File: src/design/upq_pkg.sv
// ----------------------------------------------------------------------------
// upq_pkg
// Shared types and codes of the unsorted priority queue.
// ----------------------------------------------------------------------------
`default_nettype none

package upq_pkg;

  // Command field codes
  localparam logic CMD_INSERT = 1'b0;
  localparam logic CMD_DELETE = 1'b1;

  // Result status codes
  localparam logic [1:0] ST_OK        = 2'd0;
  localparam logic [1:0] ST_OVERFLOW  = 2'd1;
  localparam logic [1:0] ST_UNDERFLOW = 2'd2;

  // Classified operation kinds passed from front to back
  localparam logic [1:0] OP_INSERT    = 2'd0;
  localparam logic [1:0] OP_DELETE    = 2'd1;
  localparam logic [1:0] OP_OVERFLOW  = 2'd2;
  localparam logic [1:0] OP_UNDERFLOW = 2'd3;

  // Configuration register indexes
  localparam logic REG_CAPACITY = 1'b0;

  localparam logic [4:0] CAPACITY_RESET = 5'd5;

  // Command queue between front and back (power of two)
  localparam int QUEUE_DEPTH = 2;
  localparam int QPTR_W      = 1;

  typedef logic [4:0] fill_t;

  typedef struct packed {
    logic [1:0]  kind;
    logic [31:0] value;
    logic [31:0] item_priority;
  } op_t;

endpackage

`default_nettype wire

File: src/design/unsorted_priority_queue.sv
// ----------------------------------------------------------------------------
// unsorted_priority_queue
// Bounded priority queue on an unsorted store with a minimum scan on delete.
// ----------------------------------------------------------------------------
// Raise start with a command while busy is low; the beat is taken at that
// edge. Each command gives exactly one result beat, shown on the out_ ports
// for a single cycle with out_valid high; the receiver cannot hold it off,
// so sample it then. An insert, an overflow or an underflow waits in the
// command queue while the back end is busy and is handled in the back
// end's idle state; its result is registered. A successful delete over n
// stored entries first scans them all for the smallest priority, then
// shifts the entries above it down to close the gap; the entry store has
// a single read port. A command queue of two beats lets new commands be
// taken while a delete is running; busy rises only when that queue is
// full. The capacity register (byte address 0) may only be written while
// no command is outstanding.
// ----------------------------------------------------------------------------
`default_nettype none

module unsorted_priority_queue #(
  parameter int DEPTH = 16
) (
  input  wire logic         clk,
  input  wire logic         rst_n,
  // command channel
  input  wire logic         start,
  output logic              busy,
  input  wire logic         in_cmd,
  input  wire logic [31:0]  in_value,
  input  wire logic [31:0]  in_item_priority,
  // result channel
  output logic              out_valid,
  output logic [1:0]        out_status,
  output logic [31:0]       out_value,
  output logic [31:0]       out_priority,
  output logic [4:0]        out_fill_count,
  // configuration port
  input  wire logic         psel,
  input  wire logic         penable,
  input  wire logic         pwrite,
  input  wire logic [2:0]   paddr,
  input  wire logic [31:0]  pwdata,
  output logic [31:0]       prdata,
  output logic              pready
);

  logic [4:0]    capacity_r;
  logic          cfg_wr;
  logic          cfg_sel_cap;

  logic          q_push, q_pop, q_full, q_empty;
  upq_pkg::op_t  front_op, head_op;

  // Configuration: one register, word index in paddr[2]
  assign pready      = 1'b1;
  assign cfg_sel_cap = (paddr[2] == upq_pkg::REG_CAPACITY);
  assign cfg_wr      = psel && penable && pwrite && pready;
  assign prdata      = cfg_sel_cap ? 32'(capacity_r) : 32'd0;

  // Hold the capacity; only its low five bits are kept
  always_ff @(posedge clk) begin
    if (!rst_n) begin
      capacity_r <= upq_pkg::CAPACITY_RESET;
    end else if (cfg_wr && cfg_sel_cap) begin
      capacity_r <= pwdata[4:0];
    end
  end

  // Front: classify each command against the projected count
  upq_front #(
    .DEPTH(DEPTH)
  ) u_front (
    .clk           (clk),
    .rst_n         (rst_n),
    .start         (start),
    .cmd           (in_cmd),
    .value         (in_value),
    .item_priority (in_item_priority),
    .capacity      (capacity_r),
    .q_full        (q_full),
    .busy          (busy),
    .push          (q_push),
    .op            (front_op)
  );

  // Queue: decouple acceptance from the long delete sequence
  upq_cmd_queue u_queue (
    .clk     (clk),
    .rst_n   (rst_n),
    .push    (q_push),
    .push_op (front_op),
    .pop     (q_pop),
    .head_op (head_op),
    .full    (q_full),
    .empty   (q_empty)
  );

  // Back: store, scan, shift and drive the result beat
  upq_back #(
    .DEPTH(DEPTH)
  ) u_back (
    .clk            (clk),
    .rst_n          (rst_n),
    .head_op        (head_op),
    .q_empty        (q_empty),
    .pop            (q_pop),
    .out_valid      (out_valid),
    .out_status     (out_status),
    .out_value      (out_value),
    .out_priority   (out_priority),
    .out_fill_count (out_fill_count)
  );

endmodule

`default_nettype wire

File: src/design/upq_front.sv
// ----------------------------------------------------------------------------
// upq_front
// Accepts commands, tracks the projected fill count and classifies each beat.
// ----------------------------------------------------------------------------
`default_nettype none

module upq_front #(
  parameter int DEPTH = 16
) (
  input  wire logic           clk,
  input  wire logic           rst_n,
  input  wire logic           start,
  input  wire logic           cmd,
  input  wire logic [31:0]    value,
  input  wire logic [31:0]    item_priority,
  input  wire logic [4:0]     capacity,
  input  wire logic           q_full,
  output logic                busy,
  output logic                push,
  output upq_pkg::op_t        op
);

  localparam int CW = $clog2(DEPTH + 1);

  logic [CW-1:0] count_r, count_nxt;
  logic          at_limit;

  // Full when the count reaches the capacity or the built depth
  assign at_limit = (count_r >= CW'(DEPTH)) || (32'(count_r) >= 32'(capacity));

  assign busy = q_full;
  assign push = start && !q_full;

  always_comb begin
    op.value         = value;
    op.item_priority = item_priority;
    count_nxt        = count_r;
    if (cmd == upq_pkg::CMD_INSERT) begin
      if (at_limit) begin
        op.kind = upq_pkg::OP_OVERFLOW;
      end else begin
        op.kind   = upq_pkg::OP_INSERT;
        count_nxt = count_r + CW'(1);
      end
    end else begin
      if (count_r == '0) begin
        op.kind = upq_pkg::OP_UNDERFLOW;
      end else begin
        op.kind   = upq_pkg::OP_DELETE;
        count_nxt = count_r - CW'(1);
      end
    end
  end

  always_ff @(posedge clk) begin
    if (!rst_n) begin
      count_r <= '0;
    end else if (push) begin
      count_r <= count_nxt;
    end
  end

endmodule

`default_nettype wire

File: src/design/upq_cmd_queue.sv
// ----------------------------------------------------------------------------
// upq_cmd_queue
// Short queue of classified operations between front and back.
// ----------------------------------------------------------------------------
`default_nettype none

module upq_cmd_queue (
  input  wire logic          clk,
  input  wire logic          rst_n,
  input  wire logic          push,
  input  wire upq_pkg::op_t  push_op,
  input  wire logic          pop,
  output upq_pkg::op_t       head_op,
  output logic               full,
  output logic               empty
);

  upq_pkg::op_t                entry_r [upq_pkg::QUEUE_DEPTH];
  logic [upq_pkg::QPTR_W-1:0]  wr_ptr_r, rd_ptr_r;
  logic [upq_pkg::QPTR_W:0]    used_r;
  logic                        do_push, do_pop;

  assign full    = (used_r == (upq_pkg::QPTR_W + 1)'(upq_pkg::QUEUE_DEPTH));
  assign empty   = (used_r == '0);
  assign do_push = push && !full;
  assign do_pop  = pop && !empty;
  assign head_op = entry_r[rd_ptr_r];

  always_ff @(posedge clk) begin
    if (do_push) begin
      entry_r[wr_ptr_r] <= push_op;
    end
  end

  always_ff @(posedge clk) begin
    if (!rst_n) begin
      wr_ptr_r <= '0;
      rd_ptr_r <= '0;
      used_r   <= '0;
    end else begin
      if (do_push) begin
        wr_ptr_r <= wr_ptr_r + 1'b1;
      end
      if (do_pop) begin
        rd_ptr_r <= rd_ptr_r + 1'b1;
      end
      if (do_push && !do_pop) begin
        used_r <= used_r + 1'b1;
      end else if (do_pop && !do_push) begin
        used_r <= used_r - 1'b1;
      end
    end
  end

endmodule

`default_nettype wire

File: src/design/upq_back.sv
// ----------------------------------------------------------------------------
// upq_back
// Holds the entry store, runs the minimum scan and the shift, drives results.
// ----------------------------------------------------------------------------
`default_nettype none

module upq_back #(
  parameter int DEPTH = 16
) (
  input  wire logic           clk,
  input  wire logic           rst_n,
  input  wire upq_pkg::op_t   head_op,
  input  wire logic           q_empty,
  output logic                pop,
  output logic                out_valid,
  output logic [1:0]          out_status,
  output logic [31:0]         out_value,
  output logic [31:0]         out_priority,
  output logic [4:0]          out_fill_count
);

  localparam int CW = $clog2(DEPTH + 1);
  localparam int IW = (DEPTH > 1) ? $clog2(DEPTH) : 1;

  localparam logic [1:0] S_IDLE  = 2'd0;
  localparam logic [1:0] S_SCAN  = 2'd1;
  localparam logic [1:0] S_SHIFT = 2'd2;

  // Store word: value in the upper half, priority in the lower half
  logic [63:0]   mem [DEPTH];

  logic [1:0]    state_r, state_nxt;
  logic [CW-1:0] count_r, count_nxt;
  logic [CW-1:0] ra_r, ra_nxt;
  logic          rd_vld_r, rd_vld_nxt;
  logic [IW-1:0] rd_idx_r, rd_idx_nxt;
  logic [63:0]   rd_data_r;
  logic [IW-1:0] best_idx_r, best_idx_nxt;
  logic [63:0]   best_pair_r, best_pair_nxt;

  logic          mem_re, mem_we;
  logic [IW-1:0] mem_wa;
  logic [63:0]   mem_wd;

  logic          emit;
  logic [1:0]    st_nxt;
  logic [31:0]   val_nxt, pri_nxt;
  logic [CW-1:0] fill_nxt;

  logic          take;
  logic          last_rd;

  logic          out_valid_r;
  logic [1:0]    out_status_r;
  logic [31:0]   out_value_r, out_priority_r;
  logic [4:0]    out_fill_r;

  assign take    = (rd_idx_r == '0) ||
                   ($signed(rd_data_r[31:0]) < $signed(best_pair_r[31:0]));
  assign last_rd = ((CW'(rd_idx_r) + CW'(1)) == count_r);

  always_comb begin
    state_nxt     = state_r;
    count_nxt     = count_r;
    ra_nxt        = ra_r;
    rd_idx_nxt    = rd_idx_r;
    best_idx_nxt  = best_idx_r;
    best_pair_nxt = best_pair_r;
    pop           = 1'b0;
    mem_re        = 1'b0;
    mem_we        = 1'b0;
    mem_wa        = count_r[IW-1:0];
    mem_wd        = {head_op.value, head_op.item_priority};
    emit          = 1'b0;
    st_nxt        = upq_pkg::ST_OK;
    val_nxt       = '0;
    pri_nxt       = '0;
    fill_nxt      = count_r;

    case (state_r)
      S_IDLE: begin
        if (!q_empty) begin
          pop = 1'b1;
          case (head_op.kind)
            upq_pkg::OP_INSERT: begin
              mem_we    = 1'b1;
              count_nxt = count_r + CW'(1);
              fill_nxt  = count_r + CW'(1);
              emit      = 1'b1;
            end
            upq_pkg::OP_DELETE: begin
              ra_nxt    = '0;
              state_nxt = S_SCAN;
            end
            upq_pkg::OP_OVERFLOW: begin
              st_nxt = upq_pkg::ST_OVERFLOW;
              emit   = 1'b1;
            end
            default: begin
              st_nxt = upq_pkg::ST_UNDERFLOW;
              emit   = 1'b1;
            end
          endcase
        end
      end

      S_SCAN: begin
        // Stream reads of every stored entry, compare as the data returns
        mem_re = (ra_r < count_r);
        if (mem_re) begin
          ra_nxt     = ra_r + CW'(1);
          rd_idx_nxt = ra_r[IW-1:0];
        end
        if (rd_vld_r) begin
          if (take) begin
            best_idx_nxt  = rd_idx_r;
            best_pair_nxt = rd_data_r;
          end
          if (last_rd) begin
            ra_nxt    = CW'(best_idx_nxt) + CW'(1);
            state_nxt = S_SHIFT;
          end
        end
      end

      S_SHIFT: begin
        // Read entry k, write it back at k-1 in the cycle after
        mem_re = (ra_r < count_r);
        if (mem_re) begin
          ra_nxt     = ra_r + CW'(1);
          rd_idx_nxt = ra_r[IW-1:0];
        end
        if (rd_vld_r) begin
          mem_we = 1'b1;
          mem_wa = rd_idx_r - IW'(1);
          mem_wd = rd_data_r;
        end
        if (!mem_re && !rd_vld_r) begin
          count_nxt = count_r - CW'(1);
          fill_nxt  = count_r - CW'(1);
          val_nxt   = best_pair_r[63:32];
          pri_nxt   = best_pair_r[31:0];
          emit      = 1'b1;
          state_nxt = S_IDLE;
        end
      end

      default: begin
        state_nxt = S_IDLE;
      end
    endcase
  end

  assign rd_vld_nxt = mem_re;

  always_ff @(posedge clk) begin
    if (mem_we) begin
      mem[mem_wa] <= mem_wd;
    end
    if (mem_re) begin
      rd_data_r <= mem[ra_r[IW-1:0]];
    end
  end

  always_ff @(posedge clk) begin
    if (!rst_n) begin
      state_r     <= S_IDLE;
      count_r     <= '0;
      rd_vld_r    <= 1'b0;
      out_valid_r <= 1'b0;
    end else begin
      state_r     <= state_nxt;
      count_r     <= count_nxt;
      rd_vld_r    <= rd_vld_nxt;
      out_valid_r <= emit;
    end
  end

  always_ff @(posedge clk) begin
    ra_r        <= ra_nxt;
    rd_idx_r    <= rd_idx_nxt;
    best_idx_r  <= best_idx_nxt;
    best_pair_r <= best_pair_nxt;
    if (emit) begin
      out_status_r   <= st_nxt;
      out_value_r    <= val_nxt;
      out_priority_r <= pri_nxt;
      out_fill_r     <= upq_pkg::fill_t'(fill_nxt);
    end
  end

  assign out_valid      = out_valid_r;
  assign out_status     = out_status_r;
  assign out_value      = out_value_r;
  assign out_priority   = out_priority_r;
  assign out_fill_count = out_fill_r;

endmodule

`default_nettype wire

File: config.mk
export PLATFORM = sky130hd
export DESIGN_NAME = unsorted_priority_queue
export DESIGN_NICKNAME = d
export VERILOG_FILES = /design/src/design/upq_pkg.sv /design/src/design/unsorted_priority_queue.sv /design/src/design/upq_front.sv /design/src/design/upq_cmd_queue.sv /design/src/design/upq_back.sv
export SDC_FILE = /design/constraint.sdc
export NUM_CORES = 1
export LEC_CHECK = 0
export BUFFER_PORTS_ARGS = -buffer_cell sky130_fd_sc_hd__buf_4
export CORE_ASPECT_RATIO = 1.2
export CORE_MARGIN = 2
export CORE_UTILIZATION = 50
export CTS_CLUSTER_SIZE = 24
export DETAILED_ROUTE_END_ITERATION = 8
export HOLD_SLACK_MARGIN = 0.1
export PLACE_DENSITY_LB_ADDON = 0.15
export SLEW_MARGIN = 20
export SYNTH_ARGS = -nofsm -noshare
export SYNTH_HDL_FRONTEND = slang
export SYNTH_SLANG_ARGS = --single-unit
File: constraint.sdc
create_clock -name clk -period 15.03 [get_ports clk]
set_clock_uncertainty 0.15 [all_clocks]
set_input_delay 3.006 -clock clk [delete_from_list [all_inputs] [get_ports clk]]
set_output_delay 3.006 -clock clk [all_outputs]
set_load 0.02 [all_outputs]
==> results_dict.tcl <==
set metrics [dict create \
    run_status "finished, final reports clean" \
    drtIter0Drc 2360 \
    synth-edff-count 1368 \
    path_cells "buf_4 -> nor2b_1 -> buf_4" \
    route.vias.total 25000 \
    drt-vias-per-instance 5.88 \
    layout.cells.non_filler 4247 \
    fin_nets 2903 \
    io_buffers 154 \
    global_route.overflow_total 0 \
    crit_path_start_kind "primary input" \
    die_extent_in_x_um 303 \
    clkSlewWorstSetupHoldPaths_ns 0.06 \
    crit_cells 3 \
    cts.hold.buffers_added 0 \
    gr-usage-all-layers 0.217 \
    timing_worst_slew_pin_value_ns 1.13 \
    starting_density_of_the_core 0.504 \
    synthesis.instances 2507 \
    hold_class "flip-flop to flip-flop" \
    rsz0062_at_grt "false" \
    cts_tree "done" \
    min_period_ns 6.56 \
    htreeDepth 4 \
    placement_rows 131 \
    worstPathMaxFanout 6 \
    netlist_area_um2 53600 \
    syn_area_per_cell_um2 21.4 \
    ant_nets 0 \
    clk_path_buf_depth 3 \
    cts_made_buffers 138 \
    vdd_drop_max_uv 119 \
    cp-end-kind "primary output" \
    fp.dieArea_um2 110000 \
    finalHoldWorstSlack_ns 0.302 \
    drcViolationCount 0 \
    crit_path_largest_cell_delay_ns 0.15 \
    whs_path_depth 0 \
    clock_insertion_delay_worst_skew_ns 0.76 \
    finalWirelength_um 117000 \
    grt_start_max_net_pins 145 \
    floorplan.core_area_um2 106000 \
    placed_instances 3994 \
    area_delta_synth_final_pct 14.1 \
    dp_hpwl_um 58600 \
    total_chip_power_mw 10.1 \
    critPathRequiredTime_ns 11.87 \
    final_core_utilization 0.576 \
    synth-async-reset-ratio 0 \
    maxCapViolations 0 \
    critical-path-top-delay-family "buffers and inverters" \
    cts_root_buf "clkbuf_16" \
    grt_pass1_wl_um 170000 \
    ys_dominant_reg_cell "edfxtp_1" \
    setup.reg_to_reg.worst_slack_ns 10.26 \
    grt_pass1_vias 25900 \
    clock_sinks 1392 \
    fp.dieH_um 363 \
    antenna_found_initial 0 \
    p_leak_nw 19.9 \
    critPathBufInv 2 \
    timing.setup.tns_ns 0 \
    num_antenna_cells 0 \
    ctsResizeCount 0 \
    cts.repair_timing.setup_buffer_count 0 \
    post_synth_cell_types 62 \
    setup_violations_final 0 \
    maxSlewViolCount 0 \
    synth.yosys.warnings 0 \
    timing.fmax_ghz 0.153 \
    cp_data_arrival_time_ns 3.40 \
    gp_congestion 0.789 \
    first_pass_iters 5 \
    routedWlPerCell_um 27.6 \
    critPathKind "primary input to primary output" \
    reg2reg_depth 8 \
    layout_worst_path_cycle_share 0.436 \
    worst_path_max_delay_cell "buf_4" \
    pwr_density_cell_nw_per_um2 165 \
    cpMostUsedCell "buf_4" \
    synth.yosys.seq_area_share 0.776 \
    slew_headroom 0.245 \
    final_layout_size_suffix_gt1_frac 0.273 \
    hold_viol 0 \
    synth_seq_cells 1392 \
    ios 212 \
]
worst register-to-register path: cells and delay by family (launching register included):
family,cells,cell delay (ns)
AOI/OAI and AO/OA,1,0.20
adders and majority gates,1,0.38
buffers and inverters,3,1.55
DFF,1,0.34
and+or+nand+nor,3,1.72
Yosys cell counts (2+ instances only):
cell,n,area (um^2)
nand2_1,33,124
conb_1,2,7.51
a21oi_1,90,450
o211a_1,2,20.0
nand2b_1,4,25.0
inv_1,63,236
a211oi_1,3,22.5
mux2i_1,75,751
and2_0,3,18.8
o32ai_1,2,17.5
nand3_1,16,80.1
and4_1,2,17.5
nand4_1,10,62.6
a41oi_1,2,17.5
buf_1,7,26.3
dfxtp_1,24,480
o211ai_1,2,15.0
nor2_1,152,571
edfxtp_1,1368,41100
nor2b_1,2,12.5
clkbuf_1,78,293
a21o_1,10,75.1
mux4_2,320,7210
xor2_1,7,61.3
nor3_1,11,55.1
o21ai_0,15,75.1
or4_1,2,15.0
o21ai_1,3,15.0
xnor2_1,17,149
a31oi_1,3,18.8
buf_2,27,135
ha_1,54,676
buf_4,28,210
and2_1,40,250
o21a_1,2,15.0
a32oi_1,2,17.5
cells by family (layout without fill, tap and decap cells):
logic type / after synthesis / in the layout / share of synthesized area
XOR/XNOR: 24 / 24 / 0.00392
AO/OA/AOI/OAI: 151 / 151 / 0.0172
AND/OR/NAND/NOR: 283 / 283 / 0.0243
buffers and inverters: 203 / 521 / 0.0168
multiplexers: 397 / 397 / 0.149
flip-flops: 1392 / 1392 / 0.776
adder cells (fa/ha/maj): 55 / 55 / 0.0130
other: 2 / 28 / 0.000140
registers in the layout, indices dropped and copies added (netlist names), 2 cells and up, named ones only:
name	count
u_back.mem	1024
u_queue.entry_r	132
u_back.best_pair_r	64
u_back.rd_data_r	64
u_back.out_priority	32
u_back.out_value	32
capacity_r	5
u_back.count_r	5
u_back.out_fill_count	5
u_back.ra_r	5
u_front.count_r	5
u_back.best_idx_r	4
u_back.rd_idx_r	4
u_back.out_status	2
u_back.state_r	2
u_queue.used_r	2
cells in the final DEF (no fill, tap or decap), drive strengths merged, types with 17 or more instances in the layout:
master	count
conb	28
and2	44
clkbuf	177
mux4	320
mux2i	75
edfxtp	1368
a21oi	90
nand2	33
buf	208
inv	72
dfxtp	24
xnor2	17
nor2	153
ha	54
o21ai	18
clkinv	46
final cells by class:
cell class,instances,area [um^2]
inverters,63,236
well taps,1396,1750
multi-input cells,938,11500
fillers,7742,45100
flip-flops and latches,1392,41600
clock buffers,176,3740
repair buffers,209,1680
clock inverters,73,703
report_power, final:
part / total [mW] / internal [mW] / switching (mW)
registers: 4.97 / 4.86 / 0.108
logic: 1.74 / 0.683 / 1.05
clock network: 3.39 / 1.97 / 1.42
total: 10.1 / 7.52 / 2.58
final timing paths:
| path | startpoint | to |
|---|---|---|
| max | paddr[2] | prdata[0] |
| min | u_back.rd_data_r[40]$_DFFE_PP_ | u_back.best_pair_r[40]$_DFFE_PP_ |
| min reg2reg | u_back.rd_data_r[40]$_DFFE_PP_ | u_back.best_pair_r[40]$_DFFE_PP_ |
| max reg2reg | u_back.state_r[0]$_SDFFE_PN0P_ | u_back.mem[15][43]$_DFFE_PP_ |
per-layer routing:
metal	track usage	vias up	routed length (um)
met5	0	-	0
met4	0.0626	0	2620
met1	0.298	13300	48300
met2	0.357	866	58500
met3	0.0401	175	7760
li1	-	10700	-
through the flow:
stage               setup slack, ns  area [um^2]
global route                   8.42        61100
finish                         8.47        61100
CTS                            8.46        61000
global placement               8.49        56500
detailed placement             8.46        56500
floorplan                      8.43        53700
No activity file was read; power rests on OpenSTA's default activity.
